$ cat config.mk
export PLATFORM = sky130hd
export DESIGN_NAME = tsp_divider
export DESIGN_NICKNAME = d
export VERILOG_FILES = /design/src/rtl/tsp_pkg.sv /design/src/rtl/tsp_divider.sv
export SDC_FILE = /design/constraint.sdc
export NUM_CORES = 1
export LEC_CHECK = 0
export ABC_AREA = 1
export BUFFER_PORTS_ARGS = -buffer_cell sky130_fd_sc_hd__buf_2
export CAP_MARGIN = 20
export CORE_ASPECT_RATIO = 2
export CORE_MARGIN = 8
export CORE_UTILIZATION = 45
export CTS_CLUSTER_DIAMETER = 40
export CTS_CLUSTER_SIZE = 10
export DETAILED_ROUTE_END_ITERATION = 12
export PLACE_DENSITY = 0.73
export SLEW_MARGIN = 20
export SYNTH_ARGS = -nofsm -noshare
export SYNTH_HDL_FRONTEND = slang
export SYNTH_SLANG_ARGS = --single-unit
$ cat constraint.sdc
create_clock -name clk -period 5.5 [get_ports clk]
set_input_delay 1.1 -clock clk [delete_from_list [all_inputs] [get_ports clk]]
set_output_delay 1.1 -clock clk [all_outputs]
set_load 0.05 [all_outputs]
$ cat src/rtl/tsp_pkg.sv
// Shared constants, codes and types for the tone sequence player.
package tsp_pkg;

  localparam int QUEUE_DEPTH = 4;
  localparam int NOTE_DEPTH  = 256;
  localparam int NOTE_AW     = $clog2(NOTE_DEPTH);
  localparam int QUEUE_AW    = (QUEUE_DEPTH > 1) ? $clog2(QUEUE_DEPTH) : 1;
  localparam int FILL_W      = $clog2(QUEUE_DEPTH + 1);

  localparam int FREQ_W = 16;
  localparam int DUR_W  = 16;
  localparam int NOTE_W = FREQ_W + DUR_W;
  localparam int SONG_W = 8;
  localparam int TIME_W = 32;

  // 65535 * 23.84 folded into an integer numerator
  localparam int DIV_W     = 21;
  localparam int DIV_CNT_W = $clog2(DIV_W);
  localparam logic [DIV_W-1:0]  PERIOD_NUM   = 21'd1562354;
  localparam logic [FREQ_W-1:0] MIN_FREQ     = 16'd25;
  localparam logic [FREQ_W-1:0] PERIOD_RESET = 16'd34464;

  typedef enum logic [1:0] {
    OP_TICK  = 2'd0,
    OP_QUEUE = 2'd1,
    OP_START = 2'd2,
    OP_WRITE = 2'd3
  } op_t;

  typedef enum logic [1:0] {
    PH_IDLE  = 2'd0,
    PH_FETCH = 2'd1,
    PH_WAIT  = 2'd2
  } phase_t;

  typedef struct packed {
    logic              go;
    logic [FREQ_W-1:0] divisor;
  } div_req_t;

  typedef struct packed {
    logic              done;
    logic [FREQ_W-1:0] quotient;
  } div_rsp_t;

endpackage

$ cat src/rtl/tsp_divider.sv
// Bit-serial restoring divider: fixed period numerator over the note frequency.
module tsp_divider (
  input  logic              clk,
  input  logic              rst,
  input  tsp_pkg::div_req_t req,
  output tsp_pkg::div_rsp_t rsp
);

  logic                           running;
  logic                           done;
  logic [tsp_pkg::DIV_CNT_W-1:0]  count;
  logic [tsp_pkg::FREQ_W-1:0]     rem;
  logic [tsp_pkg::FREQ_W-1:0]     dvsr;
  logic [tsp_pkg::DIV_W-1:0]      dvd;
  logic [tsp_pkg::DIV_W-1:0]      quo;

  logic [tsp_pkg::FREQ_W:0]       trial;
  logic [tsp_pkg::FREQ_W:0]       diff;
  logic                           fits;

  // one quotient bit per cycle, numerator shifted out MSB first
  assign trial = {rem, dvd[tsp_pkg::DIV_W-1]};
  assign diff  = trial - {1'b0, dvsr};
  assign fits  = trial >= {1'b0, dvsr};

  always_ff @(posedge clk) begin
    if (rst) begin
      running <= 1'b0;
      done    <= 1'b0;
    end else begin
      done <= 1'b0;
      if (req.go) begin
        dvsr    <= req.divisor;
        rem     <= '0;
        dvd     <= tsp_pkg::PERIOD_NUM;
        quo     <= '0;
        count   <= tsp_pkg::DIV_CNT_W'(tsp_pkg::DIV_W - 1);
        running <= 1'b1;
      end else if (running) begin
        rem <= fits ? diff[tsp_pkg::FREQ_W-1:0] : trial[tsp_pkg::FREQ_W-1:0];
        dvd <= {dvd[tsp_pkg::DIV_W-2:0], 1'b0};
        quo <= {quo[tsp_pkg::DIV_W-2:0], fits};
        if (count == '0) begin
          running <= 1'b0;
          done    <= 1'b1;
        end else begin
          count <= count - 1'b1;
        end
      end
    end
  end

  assign rsp.done     = done;
  assign rsp.quotient = quo[tsp_pkg::FREQ_W-1:0];

endmodule

=== After elaboration in Yosys (flattened, before gate mapping) ===
Index checks and enable logic that the tools add are counted.
Widths: inputs -> output; s select.

* Flip-flop bits (word level): 75
* Bits of input ports: 19
* Output and inout bits: 17
* Word-level logic and storage cells: 29

* Add/subtract/negate cells: 2
* Magnitude comparators: 1
* Equality and inequality tests: 1
* Mux-type cells: 10
* Bitwise logic cells: 2
* Reductions and logical operators: 6

{| class="wikitable"
|+ Operator list
! cell !! number
|-
| $mux 16 || 3
|-
| $mux 21 || 1
|-
| $ge 17x16->1 || 1
|-
| $sub 16x16->16 || 1
|-
| $mux 5 || 2
|-
| $logic_not 5->1 || 1
|-
| $sub 5x1->5 const B || 1
|-
| $mux 1 || 4
|-
| $reduce_and 2->1 || 2
|-
| $reduce_and 3->1 || 1
|-
| $reduce_or 3->1 || 1
|-
| $ne 2x2->1 const B || 1
|-
| $not 1->1 || 2
|-
| $reduce_bool 2->1 || 1
|}

=== Longest topological paths before layout ===
Gate-level depths: netlist (run 1).

* Depth after elaboration: 4
* Depth in mapped cells: 14
* Depth with buffers taken out: 14

=== Least setup slack after synthesis (run 1) ===
OpenSTA, ideal clock, no wires.

* Path kind: input port to flip-flop
* Start: input port req[16] (netlist bit)
* End: register count[0] (netlist bit), enable pin
* Library setup time: 0.316 ns
* Data arrival time: 4.306 ns
* Data required time: 5.184 ns
* Slack: 0.878 ns
* Stages: 3
* Path buffers: 0
* Path through: clkinv_1 -> a21oi_1 -> o21a_1

* Word-level cells in the longest chain between the ends: 2
* Elaborated cells on any way between the ends: 3
* Classes of those cells: eq/ne (1); reduce/logical (2)

{| class="wikitable"
|+ RTL lines
! what !! line !! text
|-
| from (decl) || tsp_divider.sv:5 || <nowiki>input tsp_pkg::div_req_t req,</nowiki>
|-
| $ne 2x2->1 (no line) or $reduce_bool 2->1 (tied branches) || n/a ||
|-
| $reduce_and 3->1 (no line) * || n/a ||
|-
| to (signal assigned) || tsp_divider.sv:37 || <nowiki>count <= tsp_pkg::DIV_CNT_W'(tsp_pkg::DIV_W - 1);</nowiki>
|-
| to (signal assigned) || tsp_divider.sv:47 || <nowiki>count <= count - 1'b1;</nowiki>
|-
| to (decl) || tsp_divider.sv:11 || <nowiki>logic [tsp_pkg::DIV_CNT_W-1:0] count;</nowiki>
|}

Mark *: on every way between the ends. The rest lies on a longest branch, timed or not.
A chain may end at the register's enable or synchronous reset.

=== Worst setup path in the final report (run 1) ===
* Start: input port req[16] (netlist bit)
* End: register dvd[17] (netlist bit), enable pin

* Word-level cells in the longest chain between the ends: 2

{| class="wikitable"
|+ RTL lines
! what !! line !! text
|-
| $reduce_bool 2->1 (no line) || n/a ||
|-
| $reduce_and 2->1 (no line) || n/a ||
|-
| to (signal assigned) || tsp_divider.sv:35 || <nowiki>dvd <= tsp_pkg::PERIOD_NUM;</nowiki>
|-
| to (signal assigned) || tsp_divider.sv:41 || <nowiki>dvd <= {dvd[tsp_pkg::DIV_W-2:0], 1'b0};</nowiki>
|-
| to (decl) || tsp_divider.sv:14 || <nowiki>logic [tsp_pkg::DIV_W-1:0] dvd;</nowiki>
|}

Every way passes these cells.

==> impl_metrics.yaml, run 1 <==
synthesis:
  synthCells: 464
  netlist_area_sq_um: 4217
  synth_nets: 501
  avgSynthCellArea_sq_um: 9.087
  ys_ff_latch: 75
  ys_seq_area_share_pct: 52.94
  ys_types: 32
  yosys_warnings: 0
floorplan:
  coreArea_sq_um: 9259
  die_h_microns: 152.9
  initial_core_util_pct: 45.54
  dieArea_sq_um: 12910
  die_width_microns: 84.45
  io_pins: 36
  rows: 50
critical_path:
  path_max_fanout: 37
  worstPathArrival_ns: 2.95
  crit_type: "input port to flop"
  end_kind: "flop"
  required_ns: 5.48
  cp-start-kind: "input port"
sta:
  fin_tns_setup_ns: 0
  tightest_slew_ns: 0.6394
  max_freq_ghz: 0.3361
  timing.slew.headroom_pct: 57.11
  fin_skew_ns: 0.008905
  slew_viol_final: 0
  hold_violations: 0
  rsz0062_at_grt: "false"
  hold-worst-slack_ns: 0.5054
  fin_crit_sh_pct: 54.10
  setup_viol: 0
  final.min_clock_period_ns: 2.976
final_layout:
  antennaDiodeCount: 0
  final_common_cell: "nand2_1"
  instances_no_fill: 613
  mostFrequentLayoutCells: "nand2_1 (99), inv_1 (83), edfxtp_1 (73)"
  syn2layout_area_growth_pct: 14.21
  post_route_cells_drive_above_1_share_pct: 23.38
  finalInstanceArea_sq_um: 4816
  nNetsFinal: 541
route:
  route.detailed.wl_per_inst_microns: 14.26
  vias: 2996
  viasPerCell: 4.887
  drt-initial-drc-count: 123
  wl_mm: 8.740
  firstDrtPassIters: 4
  ant_nets: 0
  post-route-drc-count: 0
cts:
  cts_buffer_depth: 2
  cts_tree: "built"
  insertion_delay_ns: 0.33
  cts_made_buffers: 9
  htree_levels: 3
  cts_hold_buf: 0
  clk_pin_slew_ns: 0.06
  root_buffer: "clkbuf_16"
  cts_sinks: 75
  cts_setup_buffers: 0
  cts-resized-gates: 0
placement:
  gp_congestion: 0.9635
  port_buffers: 35
  place_area_sq_um: 4489
  dpl.cell_count: 597
  hpwlAfterDp_mm: 6.611
run:
  drv_cap: 0
global_routing:
  grt_use_met2_pct: 25.77
  gr-total-overflow: 0
  grt_pass1_vias: 3256
  busiest_layer: "met2"
  grtUsageMet3_pct: 2.685
  grt_pass1_wl_mm: 14.35
  grt_util_all_layers_pct: 14.23
  met1_usage_pct: 13.10
  antenna_found_initial: 0
  grt_max_degree: 42
min_path:
  hp-class: "flop to flop"
pwr:
  pwr_density_cell_nw_per_um2: 343.7
  p_total_uw: 1655
  ir_drop_mv: 0.2934
  leakagePower_uw: 0.002274
status:
  status: "finished clean"
-- per-stage QoR --
stage	utilization (%)	setup WS, ns
floorplan	-	0.8782
global placement	48.49	2.219
detailed placement	48.49	2.128
CTS	52.01	2.461
global route	52.01	2.352
finish	52.01	2.524
-- logic make-up after synthesis --
kind of cell    share of synthesized area (%)
xor+xnor                                1.454
compound gates                          1.662
simple gates                            28.25
fa+ha+maj                               5.519
flops                                   52.94
buf+inv                                 10.18
-- layer usage --
metal	share of wire, %	wire length, microns
met5	0	0
met4	5.4	469
met3	3.5	309
met2	54	4736
met1	37	3224
-- power by group --
part	leakage [uW]	internal, uW	switching (uW)	total, uW
clock network	0.000152	400	230	630
registers	0.000707	677	17.5	694
logic	0.00142	106	225	331
total	0.00227	1180	473	1660
-- worst paths after layout --
kind	start	to	slack [ns]	cells after the start
setup reg to reg	rem[11]	rem[1]	3.14	12
hold / removal	dvd[3]	dvd[4]	0.51	1
setup / recovery	req[16]	dvd[17]	2.52	4
hold reg to reg	dvd[3]	dvd[4]	0.51	1
-- area by class of cell --
| class | instances | area [sq um] |
|---|---|---|
| tap | 104 | 130.1 |
| clock buffer | 9 | 225.2 |
| sequential | 75 | 2232 |
| fill | 834 | 4443 |
| timing repair buffer | 38 | 197.7 |
| clock inverter | 7 | 101.3 |
| multi-input combinational | 284 | 1569 |
| inverter | 96 | 360.3 |
-- state kept, by name, summed over array words and instances, names as in the netlist --
signal	count
dvd	20
quo	16
running	1
rem	16
done	1
count	5
dvsr	16
-- synth_stat cells, drive strengths merged --
library cell | number | share of area, %
nand2 | 118 | 12
inv | 94 | 8.4
nor2 | 75 | 7.8
edfxtp | 73 | 52
nand3 | 18 | 2.8
ha | 17 | 5.0
or2 | 14 | 2.1
a21oi | 9 | 1.1
nand3b | 9 | 1.6
xor2 | 6 | 1.2
clkbuf | 5 | 0.45
nand4 | 5 | 0.74
buf | 4 | 1.2
nor3 | 4 | 0.74
and2 | 2 | 0.30
clkinv | 2 | 0.18
dfxtp | 2 | 0.95
o21a | 2 | 0.36
o21ai | 2 | 0.24
fa | 1 | 0.47
nor4 | 1 | 0.15
xnor2 | 1 | 0.21
-- critical path: stages --
cell	delay, ns
buf_2	0.09
clkinv_1	0.50
a21oi_4	0.72
buf_4	0.51
No activity file was read; power rests on OpenSTA's default activity.
==> run 2: changes to the inputs <==
--- a/config.mk
+++ b/config.mk
@@ -5,7 +5,7 @@
 export SDC_FILE = /design/constraint.sdc
 export NUM_CORES = 1
 export LEC_CHECK = 0
-export ABC_AREA = 1
+export ABC_AREA = 0
 export BUFFER_PORTS_ARGS = -buffer_cell sky130_fd_sc_hd__buf_2
 export CAP_MARGIN = 20
 export CORE_ASPECT_RATIO = 2
@@ -14,7 +14,7 @@
 export CTS_CLUSTER_DIAMETER = 40
 export CTS_CLUSTER_SIZE = 10
 export DETAILED_ROUTE_END_ITERATION = 12
-export PLACE_DENSITY = 0.73
+export PLACE_DENSITY = 0.76
 export SLEW_MARGIN = 20
 export SYNTH_ARGS = -nofsm -noshare
 export SYNTH_HDL_FRONTEND = slang
==> constraint.sdc (replaced) <==
create_clock -name clk -period 2.58 [get_ports clk]
set_input_delay 0.516 -clock clk [delete_from_list [all_inputs] [get_ports clk]]
set_output_delay 0.516 -clock clk [all_outputs]
set_load 0.05 [all_outputs]
==> run 2 against run 1 <==
  * Clock skew is 0.0061 ns lower
  * Die area fell by 7.4%
  * Synthesized cell count down 33%
  * Register-to-register slack got worse by 3.1 ns
  * Power is 110% higher
  * Clock power is 100% higher
  * Sequential power up 110%
  * Wire length shrank 16%
  * Cell area decreased by 5.6%
  * Sequential share of layout area increased by 2.8 points
  * Critical path depth up 5
  * Critical endpoint is now rem[6]
  * Largest cell class unchanged
  * Highest routed layer unchanged
==> impl_metrics.yaml, run 2 <==
synthesis:
  avgSynthCellArea_sq_um: 12.38
  synth_nets: 348
  yosysTopAreaCell: "edfxtp_1"
  synth_most_common_cell: "edfxtp_1"
  muxShareOfSynthArea_pct: 2.340
  netlist_area_sq_um: 3850
  synth-compound-area-share_pct: 10.63
  ys_seq_area_share_pct: 57.98
  synthCells: 311
  synthTopCellsByCount: "edfxtp_1 (73), nor2_1 (26), inv_1 (23), nor2b_1 (23), ha_1 (17)"
  synth_area_leaders: "edfxtp_1 (57%), ha_1 (5.5%), nor2b_1 (3.7%)"
  synth-xor-area-share_pct: 3.412
  ys_types: 50
  synth_top_family_by_area: "simple AND/OR/NAND/NOR gates"
  yosysTopAreaCellShare_pct: 56.94
  yosys_warnings: 0
  synth_edf_count: 73
  async_flop_share_pct: 0
  synth_ff_type: "edfxtp_1"
  synthAdderAreaFrac_pct: 6.045
  yosys.area_share.simple_pct: 14.01
  ys_ff_latch: 75
cts:
  root_buffer: "clkbuf_16"
  cts_tree: "built"
  cts_sinks: 75
  clk_pin_slew_ns: 0.06
  htree_levels: 3
  cts_hold_buf: 0
  cts_made_buffers: 9
  insertion_delay_ns: 0.34
  cts_buffer_depth: 2
route:
  viasPerCell: 5.356
  post-route-drc-count: 0
  ant_nets: 0
  route.detailed.wl_per_inst_microns: 15.82
  wl_mm: 7.326
  drt-initial-drc-count: 177
  firstDrtPassIters: 4
  vias: 2480
critical_path:
  slowest_delay_ns: 0.45
  cp-start-kind: "flop"
  timing.rr.end: "rem[6]"
  path_cells: "ha_4 > nand2_1 > a211oi_2 > o21ai_2 > a2111oi_2 > nand2b_4 > buf_8 > mux2i_1 > nor2_1"
  slowest_stage: "edfxtp_1"
  crit_type: "flop to flop"
  path_buf_inv: 1
  crit_family: "compound AO/OA/AOI/OAI gates"
  cp_num_cells: 9
  path_max_fanout: 10
  reg2reg_from: "rem[3]"
  rr_worst_depth: 9
  worstPathArrival_ns: 2.60
  end_kind: "flop"
  ff2ff_setup_slack_ns: 0.07
  required_ns: 2.66
final_layout:
  regMostFlops: "dvd"
  nNetsFinal: 395
  syn2layout_area_growth_pct: 18.04
  fillers: 702
  final_common_cell: "edfxtp_1"
  post_route_cells_drive_above_1_share_pct: 30.03
  mostFrequentLayoutCells: "edfxtp_1 (73), buf_2 (35), nor2_1 (25)"
  largest_reg_flops: 20
  antennaDiodeCount: 0
min_path:
  worstHoldStart: "req[4]"
  hp-class: "input port to flop"
  worstHoldPathCells: 1
  whs_endpoint: "dvsr[4]"
pwr:
  pwr_density_cell_nw_per_um2: 773.0
  leakagePower_uw: 0.001794
  ir_drop_mv: 0.6519
global_routing:
  grt_pass1_vias: 2514
  grt_pass1_wl_mm: 12.25
  grt_util_all_layers_pct: 13.30
  gr-total-overflow: 0
  antenna_found_initial: 0
  grt_max_degree: 31
floorplan:
  die_h_microns: 146.8
  dieArea_sq_um: 11950
  coreArea_sq_um: 8468
  die_width_microns: 81.41
  rows: 48
  initial_core_util_pct: 45.46
  io_pins: 36
sta:
  fin_skew_ns: 0.002794
  fin_tns_setup_ns: 0
  fin_crit_sh_pct: 97.42
  timing.slew.headroom_pct: 50.61
  tightest_slew_ns: 0.7364
  max_freq_ghz: 0.3979
  hold-worst-slack_ns: 0.3488
  slew_viol_final: 0
  hold_violations: 0
  setup_viol: 0
  final.min_clock_period_ns: 2.513
run:
  drv_cap: 0
status:
  status: "finished clean"
placement:
  port_buffers: 35
  gp_congestion: 0.8925
  hpwlAfterDp_mm: 5.053
[run 2: cell count changes after synthesis, moves of 8 or more]
cell	previous run	this run
xnor2_1	1	9
nand3_1	12	2
nand2_1	99	14
nand3b_1	9	1
inv_2	11	0
mux2i_1	0	9
nand2_2	16	0
nor2_1	62	26
inv_1	83	23
nor2b_1	0	23
[run 2: routing by layer]
layer  track usage, %  up-vias  routed length (microns)
li1                 -     1209                        -
met1            16.65     1202                     3169
met2            20.34       61                     3639
met3            3.550        8                      378
met4            6.486        0                      138
met5                0        -                        0
[run 2: kinds of logic (layout without fill, tap and decap cells)]
group | Yosys count | count (layout)
adder cells (fa/ha/maj) | 18 | 18
XOR/XNOR | 15 | 15
AND/OR/NAND/NOR | 102 | 102
AO/OA/AOI/OAI | 54 | 54
flip-flops | 75 | 75
multiplexers | 9 | 9
buffers and inverters | 38 | 90
[run 2: where the power goes]
| part | switching, uW | internal (uW) |
|---|---|---|
| combinational | 422 | 314 |
| clock | 516 | 768 |
| sequential | 43.8 | 1450 |
[run 2: final cells by class]
| type | count | area, sq um | share of cell area, % |
|---|---|---|---|
| sequential | 75 | 2232 | 49.12 |
| clock inverter | 7 | 83.83 | 1.845 |
| clock buffer | 9 | 225.2 | 4.956 |
| inverter | 23 | 86.33 | 1.900 |
| timing repair buffer | 51 | 310.3 | 6.828 |
| multi-input combinational | 198 | 1481 | 32.60 |
| tap | 100 | 125.1 | 2.753 |
[run 2: worst max-delay path by stage]
stage,from,end
final,rem[3],rem[6]
after global routing,rem[2],rem[6]
after CTS,rem[1],rem[6]
after detailed placement,rem[6],rem[6]
after global placement,rem[6],rem[11]
after floorplan,req[16],dvd[10]
[run 2: metrics by stage]
step / total power, uW / setup slack, ns / utilization, % / area (sq um) / std cells
3_3_place_gp: 2171 / 0.1098 / 48.91 / 4141 / 446
5_1_grt: 3670 / -0.03172 / 53.66 / 4544 / 463
4_1_cts: 3510 / 0.03271 / 52.75 / 4467 / 462
3_5_place_dp: 2200 / 0.002197 / 48.91 / 4141 / 446
2_1_floorplan: 2061 / 0.1191 / - / 3852 / 311
6_report: 3513 / 0.06658 / 53.66 / 4544 / 463
[run 2: timing repair]
item	4_1_cts	5_1_grt
setup endpoints to repair	2	12
setup buffers	0	1
pin swaps	0	2
gates resized for setup	4	14
cloned	0	0
